### config.mk
export PLATFORM = sky130hd
export DESIGN_NAME = multicast_group_refcount_table_top
export DESIGN_NICKNAME = d
export VERILOG_FILES = /design/src/mcg_pkg.sv /design/src/mcg_ram.sv /design/src/mcg_slot_stack.sv /design/src/multicast_group_refcount_table_top.sv
export SDC_FILE = /design/constraint.sdc
export NUM_CORES = 2
export LEC_CHECK = 0
export BUFFER_PORTS_ARGS = -buffer_cell sky130_fd_sc_hd__buf_2
export CAP_MARGIN = 20
export CELL_PAD_IN_SITES_DETAIL_PLACEMENT = 1
export CELL_PAD_IN_SITES_GLOBAL_PLACEMENT = 2
export CORE_UTILIZATION = 50
export DETAILED_ROUTE_END_ITERATION = 8
export GPL_TIMING_DRIVEN = 0
export PLACE_DENSITY_LB_ADDON = 0.1
export RECOVER_POWER = 50
export SYNTH_ARGS = -nofsm -noshare
export SYNTH_HDL_FRONTEND = slang
export SYNTH_SLANG_ARGS = --single-unit
### constraint.sdc
create_clock -name clock -period 8.1 [get_ports clock]
set_input_delay 0.405 -clock clock [delete_from_list [all_inputs] [get_ports clock]]
set_output_delay 0.405 -clock clock [all_outputs]
set_load 0.1 [all_outputs]
### src/mcg_pkg.sv
package mcg_pkg;

   localparam int GROUP_W  = 32;
   localparam int COUNT_W  = 16;
   localparam int PORT_W   = 16;
   localparam int STATUS_W = 3;
   localparam int IDXOUT_W = 4;
   localparam int CSR_W    = 16;

   localparam logic [COUNT_W-1:0] COUNT_MAX = {COUNT_W{1'b1}};

   localparam logic [STATUS_W-1:0] ST_ADDED      = 3'd0;
   localparam logic [STATUS_W-1:0] ST_COUNT_UP   = 3'd1;
   localparam logic [STATUS_W-1:0] ST_SLOTS_FULL = 3'd2;
   localparam logic [STATUS_W-1:0] ST_TRACK_FULL = 3'd3;
   localparam logic [STATUS_W-1:0] ST_UNKNOWN    = 3'd4;
   localparam logic [STATUS_W-1:0] ST_COUNT_DOWN = 3'd5;
   localparam logic [STATUS_W-1:0] ST_REMOVED    = 3'd6;

   localparam logic ACT_JOIN  = 1'b0;
   localparam logic ACT_LEAVE = 1'b1;

   localparam logic CSR_KERNEL_MODE = 1'b0;
   localparam logic CSR_LISTEN_PORT = 1'b1;

   typedef struct packed {
      logic               action;
      logic [GROUP_W-1:0] group_addr;
   } req_type;

   typedef struct packed {
      logic [STATUS_W-1:0] status;
      logic                slot_write;
      logic [IDXOUT_W-1:0] slot_index;
      logic [GROUP_W-1:0]  slot_group;
      logic [PORT_W-1:0]   slot_port;
      logic [COUNT_W-1:0]  ref_count;
   } rsp_type;

   typedef struct packed {
      logic pop;
      logic push;
   } mcg_stk_ctrl_type;

   typedef struct packed {
      logic empty;
      logic full;
   } mcg_stk_stat_type;

endpackage

### src/mcg_ram.sv
module mcg_ram #(
   parameter int WIDTH = 8,
   parameter int DEPTH = 32
) (
   input  logic                                 clock,
   input  logic                                 wr_en,
   input  logic [(DEPTH > 1 ? $clog2(DEPTH) : 1)-1:0] wr_addr,
   input  logic [WIDTH-1:0]                     wr_data,
   input  logic                                 rd_en,
   input  logic [(DEPTH > 1 ? $clog2(DEPTH) : 1)-1:0] rd_addr,
   output logic [WIDTH-1:0]                     rd_data
);

   logic [WIDTH-1:0] mem_ff [DEPTH];
   logic [WIDTH-1:0] rd_data_ff;

   always_ff @(posedge clock) begin
      if (wr_en) begin
         mem_ff[wr_addr] <= wr_data;
      end
      if (rd_en) begin
         rd_data_ff <= mem_ff[rd_addr];
      end
   end

   assign rd_data = rd_data_ff;

endmodule

### src/mcg_slot_stack.sv
module mcg_slot_stack
   import mcg_pkg::*;
#(
   parameter int FILTER_SLOTS = 16
) (
   input  logic                                        clock,
   input  logic                                        reset,
   input  mcg_stk_ctrl_type                            ctrl,
   input  logic [(FILTER_SLOTS > 1 ? $clog2(FILTER_SLOTS) : 1)-1:0] push_slot,
   output logic [(FILTER_SLOTS > 1 ? $clog2(FILTER_SLOTS) : 1)-1:0] top_slot,
   output mcg_stk_stat_type                            stat
);

   localparam int SLOT_W = FILTER_SLOTS > 1 ? $clog2(FILTER_SLOTS) : 1;
   localparam int CNT_W  = $clog2(FILTER_SLOTS + 1);

   logic [SLOT_W-1:0] stack_ff [FILTER_SLOTS];
   logic [CNT_W-1:0]  count_ff;
   logic [CNT_W-1:0]  count_in;
   logic [CNT_W-1:0]  top_ptr;

   assign top_ptr    = count_ff - CNT_W'(1);
   assign top_slot   = stack_ff[top_ptr[SLOT_W-1:0]];
   assign stat.empty = (count_ff == '0);
   assign stat.full  = (count_ff == CNT_W'(FILTER_SLOTS));

   always_comb begin
      count_in = count_ff;
      if (ctrl.pop && !stat.empty) begin
         count_in = count_ff - CNT_W'(1);
      end else if (ctrl.push && !stat.full) begin
         count_in = count_ff + CNT_W'(1);
      end
   end

   always_ff @(posedge clock) begin
      if (reset) begin
         for (int i = 0; i < FILTER_SLOTS; i++) begin
            stack_ff[i] <= SLOT_W'(FILTER_SLOTS - 1 - i);
         end
         count_ff <= CNT_W'(FILTER_SLOTS);
      end else begin
         // drop a push onto a full stack
         if (ctrl.push && !ctrl.pop && !stat.full) begin
            stack_ff[count_ff[SLOT_W-1:0]] <= push_slot;
         end
         count_ff <= count_in;
      end
   end

endmodule

### src/multicast_group_refcount_table_top.sv
// A hit on the lookup scan ends the search early; otherwise the scan reads one tracking
// entry per cycle through the single entry RAM read port. A new request is taken only
// when busy is low, after the previous one has finished.
// The receiver cannot stall: rsp_valid is high for a single cycle, and rsp_data holds
// each result until the next one.
// Synchronous active-high reset clears all valid bits, refills the slot stack and
// zeroes both configuration registers; it needs no clearing pass.
module multicast_group_refcount_table_top
   import mcg_pkg::*;
#(
   parameter int FILTER_SLOTS  = 16,
   parameter int TRACK_ENTRIES = 32
) (
   input  logic             clock,
   input  logic             reset,
   input  logic             start,
   output logic             busy,
   input  req_type          req_data,
   output logic             rsp_valid,
   output rsp_type          rsp_data,
   input  logic             csr_we,
   input  logic             csr_addr,
   input  logic [CSR_W-1:0] csr_wdata
);

   localparam int SLOT_W = FILTER_SLOTS > 1 ? $clog2(FILTER_SLOTS) : 1;
   localparam int IDX_W  = TRACK_ENTRIES > 1 ? $clog2(TRACK_ENTRIES) : 1;
   localparam int ENT_W  = GROUP_W + COUNT_W + 1 + SLOT_W;

   localparam logic [IDX_W-1:0] LAST_IDX = IDX_W'(TRACK_ENTRIES - 1);

   // sequencer states
   localparam logic [1:0] S_IDLE = 2'd0;
   localparam logic [1:0] S_SCAN = 2'd1;
   localparam logic [1:0] S_DONE = 2'd2;

   logic [1:0]               state_ff, state_in;
   req_type                  req_ff, req_in;
   logic [IDX_W-1:0]         scan_idx_ff, scan_idx_in;
   logic                     issue_ff, issue_in;
   logic                     cmp_vld_ff, cmp_vld_in;
   logic [IDX_W-1:0]         cmp_idx_ff, cmp_idx_in;
   logic                     hit_ff, hit_in;
   logic [IDX_W-1:0]         hit_idx_ff, hit_idx_in;
   logic [COUNT_W-1:0]       hit_count_ff, hit_count_in;
   logic                     hit_has_slot_ff, hit_has_slot_in;
   logic [SLOT_W-1:0]        hit_slot_ff, hit_slot_in;
   logic                     empty_found_ff, empty_found_in;
   logic [IDX_W-1:0]         empty_idx_ff, empty_idx_in;
   logic [TRACK_ENTRIES-1:0] valid_ff, valid_in;
   logic                     kernel_mode_ff;
   logic [PORT_W-1:0]        listen_port_ff;
   logic                     rsp_valid_ff, rsp_valid_in;
   rsp_type                  rsp_data_ff, rsp_data_in;

   // entry RAM
   logic             ram_we;
   logic [IDX_W-1:0] ram_waddr;
   logic [ENT_W-1:0] ram_wdata;
   logic             ram_re;
   logic [ENT_W-1:0] ram_rdata;

   logic [GROUP_W-1:0] rd_group;
   logic [COUNT_W-1:0] rd_count;
   logic               rd_has_slot;
   logic [SLOT_W-1:0]  rd_slot;
   logic               match;

   // shared count unit
   logic [COUNT_W-1:0] count_adj;

   // free slot stack
   mcg_stk_ctrl_type   stk_ctrl;
   mcg_stk_stat_type   stk_stat;
   logic [SLOT_W-1:0]  stk_top;

   mcg_ram #(
      .WIDTH (ENT_W),
      .DEPTH (TRACK_ENTRIES)
   ) u_entry_ram (
      .clock   (clock),
      .wr_en   (ram_we),
      .wr_addr (ram_waddr),
      .wr_data (ram_wdata),
      .rd_en   (ram_re),
      .rd_addr (scan_idx_ff),
      .rd_data (ram_rdata)
   );

   mcg_slot_stack #(
      .FILTER_SLOTS (FILTER_SLOTS)
   ) u_slot_stack (
      .clock     (clock),
      .reset     (reset),
      .ctrl      (stk_ctrl),
      .push_slot (hit_slot_ff),
      .top_slot  (stk_top),
      .stat      (stk_stat)
   );

   assign busy      = (state_ff != S_IDLE);
   assign rsp_valid = rsp_valid_ff;
   assign rsp_data  = rsp_data_ff;

   // entry layout: group, count, has_slot, slot
   assign rd_group    = ram_rdata[ENT_W-1 -: GROUP_W];
   assign rd_count    = ram_rdata[SLOT_W+1 +: COUNT_W];
   assign rd_has_slot = ram_rdata[SLOT_W];
   assign rd_slot     = ram_rdata[SLOT_W-1:0];

   assign ram_re = (state_ff == S_SCAN) && issue_ff;
   assign match  = cmp_vld_ff && valid_ff[cmp_idx_ff] && (rd_group == req_ff.group_addr);

   // one add serves both increment and decrement
   assign count_adj = hit_count_ff +
                      ((req_ff.action == ACT_LEAVE) ? COUNT_MAX : COUNT_W'(1));

   always_comb begin
      state_in        = state_ff;
      req_in          = req_ff;
      scan_idx_in     = scan_idx_ff;
      issue_in        = issue_ff;
      cmp_vld_in      = 1'b0;
      cmp_idx_in      = scan_idx_ff;
      hit_in          = hit_ff;
      hit_idx_in      = hit_idx_ff;
      hit_count_in    = hit_count_ff;
      hit_has_slot_in = hit_has_slot_ff;
      hit_slot_in     = hit_slot_ff;
      empty_found_in  = empty_found_ff;
      empty_idx_in    = empty_idx_ff;
      valid_in        = valid_ff;
      rsp_valid_in    = 1'b0;
      rsp_data_in     = rsp_data_ff;
      ram_we          = 1'b0;
      ram_waddr       = hit_idx_ff;
      ram_wdata       = {req_ff.group_addr, count_adj, hit_has_slot_ff, hit_slot_ff};
      stk_ctrl        = '0;

      unique case (state_ff)
         S_IDLE: begin
            if (start) begin
               req_in         = req_data;
               scan_idx_in    = '0;
               issue_in       = 1'b1;
               hit_in         = 1'b0;
               empty_found_in = 1'b0;
               state_in       = S_SCAN;
            end
         end

         S_SCAN: begin
            // issue the next read and note the lowest free entry on the way
            if (issue_ff) begin
               cmp_vld_in = 1'b1;
               if (!valid_ff[scan_idx_ff] && !empty_found_ff) begin
                  empty_found_in = 1'b1;
                  empty_idx_in   = scan_idx_ff;
               end
               if (scan_idx_ff == LAST_IDX) begin
                  issue_in = 1'b0;
               end else begin
                  scan_idx_in = scan_idx_ff + IDX_W'(1);
               end
            end
            // compare the entry read last cycle
            if (match) begin
               hit_in          = 1'b1;
               hit_idx_in      = cmp_idx_ff;
               hit_count_in    = rd_count;
               hit_has_slot_in = rd_has_slot;
               hit_slot_in     = rd_slot;
               issue_in        = 1'b0;
               cmp_vld_in      = 1'b0;
               state_in        = S_DONE;
            end else if (cmp_vld_ff && cmp_idx_ff == LAST_IDX) begin
               state_in = S_DONE;
            end
         end

         S_DONE: begin
            rsp_valid_in = 1'b1;
            rsp_data_in  = '0;
            state_in     = S_IDLE;
            if (req_ff.action == ACT_JOIN) begin
               if (hit_ff) begin
                  // saturate at the top of the count range
                  rsp_data_in.status = ST_COUNT_UP;
                  if (hit_count_ff == COUNT_MAX) begin
                     rsp_data_in.ref_count = COUNT_MAX;
                  end else begin
                     rsp_data_in.ref_count = count_adj;
                     ram_we                = 1'b1;
                  end
               end else if (!kernel_mode_ff && stk_stat.empty) begin
                  rsp_data_in.status = ST_SLOTS_FULL;
               end else if (!empty_found_ff) begin
                  rsp_data_in.status = ST_TRACK_FULL;
               end else begin
                  valid_in[empty_idx_ff] = 1'b1;
                  ram_we                 = 1'b1;
                  ram_waddr              = empty_idx_ff;
                  rsp_data_in.status     = ST_ADDED;
                  rsp_data_in.ref_count  = COUNT_W'(1);
                  if (kernel_mode_ff) begin
                     ram_wdata = {req_ff.group_addr, COUNT_W'(1), 1'b0, SLOT_W'(0)};
                  end else begin
                     // pop a slot and report the filter write
                     stk_ctrl.pop           = 1'b1;
                     ram_wdata = {req_ff.group_addr, COUNT_W'(1), 1'b1, stk_top};
                     rsp_data_in.slot_write = 1'b1;
                     rsp_data_in.slot_index = IDXOUT_W'(stk_top);
                     rsp_data_in.slot_group = req_ff.group_addr;
                     rsp_data_in.slot_port  = listen_port_ff;
                  end
               end
            end else begin
               if (!hit_ff) begin
                  rsp_data_in.status = ST_UNKNOWN;
               end else if (hit_count_ff > COUNT_W'(1)) begin
                  ram_we                = 1'b1;
                  rsp_data_in.status    = ST_COUNT_DOWN;
                  rsp_data_in.ref_count = count_adj;
               end else begin
                  // last reference gone: drop the entry and free its slot if it has one
                  valid_in[hit_idx_ff] = 1'b1 ^ 1'b1;
                  rsp_data_in.status   = ST_REMOVED;
                  if (hit_has_slot_ff) begin
                     stk_ctrl.push          = 1'b1;
                     rsp_data_in.slot_write = 1'b1;
                     rsp_data_in.slot_index = IDXOUT_W'(hit_slot_ff);
                  end
               end
            end
         end

         default: begin
            state_in = S_IDLE;
         end
      endcase
   end

   // control state
   always_ff @(posedge clock) begin
      if (reset) begin
         state_ff       <= S_IDLE;
         issue_ff       <= 1'b0;
         cmp_vld_ff     <= 1'b0;
         hit_ff         <= 1'b0;
         empty_found_ff <= 1'b0;
         valid_ff       <= '0;
         rsp_valid_ff   <= 1'b0;
         kernel_mode_ff <= 1'b0;
         listen_port_ff <= '0;
      end else begin
         state_ff       <= state_in;
         issue_ff       <= issue_in;
         cmp_vld_ff     <= cmp_vld_in;
         hit_ff         <= hit_in;
         empty_found_ff <= empty_found_in;
         valid_ff       <= valid_in;
         rsp_valid_ff   <= rsp_valid_in;
         if (csr_we) begin
            unique case (csr_addr)
               CSR_KERNEL_MODE: kernel_mode_ff <= csr_wdata[0];
               CSR_LISTEN_PORT: listen_port_ff <= csr_wdata[PORT_W-1:0];
               default: ;
            endcase
         end
      end
   end

   // payload, no reset
   always_ff @(posedge clock) begin
      req_ff          <= req_in;
      scan_idx_ff     <= scan_idx_in;
      cmp_idx_ff      <= cmp_idx_in;
      hit_idx_ff      <= hit_idx_in;
      hit_count_ff    <= hit_count_in;
      hit_has_slot_ff <= hit_has_slot_in;
      hit_slot_ff     <= hit_slot_in;
      empty_idx_ff    <= empty_idx_in;
      rsp_data_ff     <= rsp_data_in;
   end

endmodule
==> run_results.csv <==
group,metric,value,unit
synth,synthXorXnorAreaFrac,0.580,%
timing,worst_pin_slew,3.02,ns
clock_tree,clock_root_buffer,"sky130_fd_sc_hd__clkbuf_16",
timing,max_slew_margin,-101,%
place,detailedPlacementHpwl,143,mm
setup_path,startpoint_type,"flop",
place,dpl-instance-area,0.0841,mm^2
route,routed_wl,216,mm
setup_path,critical_path_class,"reg -> reg",
setup_path,worst-path-buf-inv,8,
die,floorplan.io_pins,128,
final_layout,post-route-util,58.4,%
route,drt_pass_1_iters,5,
setup_path,timing.critical_path.to_type,"flop",
synth,post_synth_instance_area,0.0785,mm^2
synth,post_synthesis_compound_gate_area_fraction,1.53,%
global_route,grt_pass1_wl,303,mm
synth,post_synth_arst_share,0,%
setup_path,worstSetupPathDepth,15,
synth,yosys_register_bits,2020,
setup_path,critical_path.max_fanout,21,
route,dr_total_vias,39133,
final_layout,mostFrequentLayoutCell,"sky130_fd_sc_hd__edfxtp_1",
synth,synth_enable_flop_cells,1954,
place,gp_congestion,0.857,
timing,rsz_0062_raised_after_global_routing,"no",
die,row_count,145,
clock_tree,htree_num_levels,4,
global_route,globalRouteTotalUtil,27.5,%
synth,synth_nets,3652,
power_and_ir_drop,power_density,253,mW/mm^2
clock_tree,cts-root-to-sink-buffers,3,
clock_tree,cts.sinks,2020,
timing,min_period_over_period,82.4,%
die,placeableCoreArea,0.156,mm^2
power_and_ir_drop,leakagePower,27.8,nW
synth,synth_cell_type_count,66,
route,postRouteAntennaNets,0,
synth,synth_top_family_by_area,"multiplexers",
synth,post_synth_fa_ha_maj_area_fraction,0.360,%
timing,fin_crit,6.68,ns
die,dieArea,0.159,mm^2
global_route,number_of_antenna_violations_at_the_first_check_in_global_routing,4,
setup_path,arrival,7.22,ns
worst_hold_path,timing.hold.worst.class,"in -> reg",
setup_path,rr_worst_depth,15,
timing,report.final.setup_viol,0,
outcome,outcome,"complete, but fails checks",
setup_path,timing.critical_path.required,8.64,ns
timing,fmaxAchievable,150,MHz
clock_tree,clk_pin_slew_worst_paths,0.06,ns
global_route,first_global_vias,41174,
run,maxCapViolCount,9,
setup_path,cp_slowest_cell,"sky130_fd_sc_hd__nor2_4",
final_layout,post_route_cells_drive_above_1_share,27.2,%
route,drt_drc,0,
timing,timing_hold_violations_final,0,
synth,synth_ff_type,"sky130_fd_sc_hd__edfxtp_1",
final_layout,final_area,0.0911,mm^2
worst_hold_path,hold-path-cell-count,4,
setup_path,critical_path.top_delay_family,"buffers and inverters",
setup_path,worstSetupStartpoint,"u_slot_stack.count_ff[0]",
synth,synth.area.mux_share,17.1,%
global_route,globalRoute.totalOverflow,0,
worst_hold_path,min-delay-start,"csr_we",
outcome,violations,"max-capacitance violations, max-slew violations",
synth,netlist_instances,3576,
synth,synth-warning-count,0,
global_route,pin_count_of_the_biggest_net_entering_global_routing,58,
route,dr.first_iter.drc_count,3988,
die,floorplan.initialDensity,50.3,%
die,die_width,398,um
timing,final.setup_skew,0.0451,ns
synth,synth-seq-area-share,76.4,%
die,die_height,398,um
setup_path,crit_path_cell_trace,"clkbuf_1 > clkbuf_1 > inv_1 > ha_1 > buf_6 > or3b_1 > o21ai_4 > or3_1 > buf_6 > buf_8 > mux2i_1 > nand4_1 > nor2_4 > buf_12 > buf_12",
setup_path,setup.reg_to_reg.worst_slack,1.42,ns
route,routed_wire_length_per_instance,34.1,um
place,placement.io_buffers,127,
clock_tree,ctsResizeCount,0,
clock_tree,tritoncts,"done",
clock_tree,clk-insertion-delay-late,0.85,ns
final_layout,layout.nets,4170,
clock_tree,cts_made_buffers,204,
route,viasPerCell,6.19,
power_and_ir_drop,max-vdd-ir-drop,0.247,mV
setup_path,slowest_stage_delay_cp,1.17,ns
synth,syn-mean-instance-area,21.9,um^2
final_layout,areaGrowthSynthToFinish,16.1,%
final_layout,mostFrequentLayoutCells,"sky130_fd_sc_hd__edfxtp_1 (1954), sky130_fd_sc_hd__mux4_2 (561), sky130_fd_sc_hd__clkbuf_1 (263)",
setup_path,worst_r2r_startpoint,"u_slot_stack.count_ff[0]",
timing,final-max-slew-violation-count,143,
synth,synth_simple_gate_area_share,2.88,%
stage by stage:
stage,cells,hold slack (ns),TNS (ns),power (W),worst slack [ns]
3_3_place_gp,5761,0.402,-6477.61,0.0137,-4.12
6_report,6324,0.0640,0,0.0230,1.42
4_1_cts,6302,0.00112,0,0.0232,2.28
3_5_place_dp,5869,0.405,0,0.0138,2.29
2_1_floorplan,3576,0.360,0,0.0130,1.84
5_1_grt,6321,0.0528,0,0.0236,1.07
sequential cells by signal (all words and copies together) (netlist names), 16 cells and up:
| name | count |
|---|---|
| hit_count_ff | 16 |
| listen_port_ff | 16 |
| req_ff | 33 |
| rsp_data | 72 |
| u_entry_ram.mem_ff | 1696 |
| u_entry_ram.rd_data | 53 |
| u_slot_stack.stack_ff | 64 |
| valid_ff | 32 |
cells in the mapped netlist (2+ instances only):
cell type                  count  area share, %
sky130_fd_sc_hd__xor2_1       24           0.27
sky130_fd_sc_hd__and4_1        2          0.022
sky130_fd_sc_hd__o21ai_0      48           0.31
sky130_fd_sc_hd__o31ai_1       2          0.019
sky130_fd_sc_hd__edfxtp_1   1954             75
sky130_fd_sc_hd__nor2b_1       9          0.072
sky130_fd_sc_hd__a21o_1       16           0.15
sky130_fd_sc_hd__o21a_1        5          0.048
sky130_fd_sc_hd__nor3b_1       6          0.057
sky130_fd_sc_hd__o31a_1        2          0.022
sky130_fd_sc_hd__ha_1         21           0.33
sky130_fd_sc_hd__and3b_1       2          0.022
sky130_fd_sc_hd__o41ai_1       4          0.045
sky130_fd_sc_hd__a21oi_1      85           0.54
sky130_fd_sc_hd__a311oi_1      4          0.045
sky130_fd_sc_hd__mux2i_1      14           0.18
sky130_fd_sc_hd__dfxtp_1      66            1.7
sky130_fd_sc_hd__mux2_2       59           0.85
sky130_fd_sc_hd__o211ai_1      3          0.029
sky130_fd_sc_hd__or3_1         5          0.040
sky130_fd_sc_hd__nor4_1        7          0.056
sky130_fd_sc_hd__and3_1       26           0.21
sky130_fd_sc_hd__mux4_2      561             16
sky130_fd_sc_hd__buf_2        47           0.30
sky130_fd_sc_hd__nor3b_4       2          0.048
sky130_fd_sc_hd__buf_6         4          0.057
sky130_fd_sc_hd__buf_1        16          0.077
sky130_fd_sc_hd__nand2_1     125           0.60
sky130_fd_sc_hd__nand3_1      15          0.096
sky130_fd_sc_hd__or3b_2        2          0.022
sky130_fd_sc_hd__nor2_1      112           0.54
sky130_fd_sc_hd__nand2b_1     13           0.10
sky130_fd_sc_hd__a211o_1       2          0.022
sky130_fd_sc_hd__or2_2        11          0.088
sky130_fd_sc_hd__nand3b_1      9          0.086
sky130_fd_sc_hd__clkbuf_1    115           0.55
sky130_fd_sc_hd__nand4b_1      2          0.022
sky130_fd_sc_hd__a31oi_1       2          0.016
sky130_fd_sc_hd__xnor2_1      28           0.31
sky130_fd_sc_hd__nand4_1      21           0.17
sky130_fd_sc_hd__and2_1       52           0.41
sky130_fd_sc_hd__inv_1        18          0.086
sky130_fd_sc_hd__a211oi_1     15           0.14
sky130_fd_sc_hd__nor3_1       18           0.11
per-layer routing:
metal / GRT usage [%] / vias to the layer above / routed length, um
met5: 0 / - / 0
li1: - / 15997 / -
met3: 4.38 / 303 / 13500
met1: 38.0 / 21331 / 88800
met2: 45.8 / 1502 / 108000
met4: 7.34 / 0 / 5660
worst paths after layout:
| check | to |
|---|---|
| max | u_entry_ram.mem_ff[16][39] |
| min | kernel_mode_ff |
| max reg2reg | u_entry_ram.mem_ff[16][39] |
| min reg2reg | hit_count_ff[6] |
layout make-up:
cell class                 instances  area, um^2
fill                           13157       64900
sequential                      2020       60000
multi-input combinational       1355       17900
clock buffer                     249        5360
timing repair buffer             312        3170
tap                             2058        2570
clock inverter                   126        1310
buffer                           183         781
inverter                          18        72.6
antenna                            3        7.51
report_power, final:
| group | internal [W] | leakage [nW] | switching (W) |
|---|---|---|---|
| clock network | 0.00546 | 3.27 | 0.00398 |
| logic | 0.000823 | 6.83 | 0.00107 |
| registers | 0.0116 | 17.7 | 0.000100 |
cell families (layout without fill, tap and decap cells):
kind of cell               Yosys count  in the layout
AOI/OAI and AO/OA                  200            200
xor gates and xnor gates            52             52
adders and majority gates           22             22
buffers and inverters              201            888
DFF                               2020           2020
muxes                              634            634
other                                0              3
and+or+nand+nor                    447            447
what timing repair did:
item	CTS	global route
hold endpoints to repair	52	0
buffers inserted	0	0
hold buffers	58	0
worst reg2reg max path: cells and delay by family, from the launching register on:
family | cells | cell delay, ns
simple gates | 4 | 2.63
compound gates | 1 | 0.13
buf+inv | 8 | 2.77
flops | 1 | 0.39
mux | 1 | 0.20
fa+ha+maj | 1 | 0.28
No activity file was read; power rests on OpenSTA's default activity.
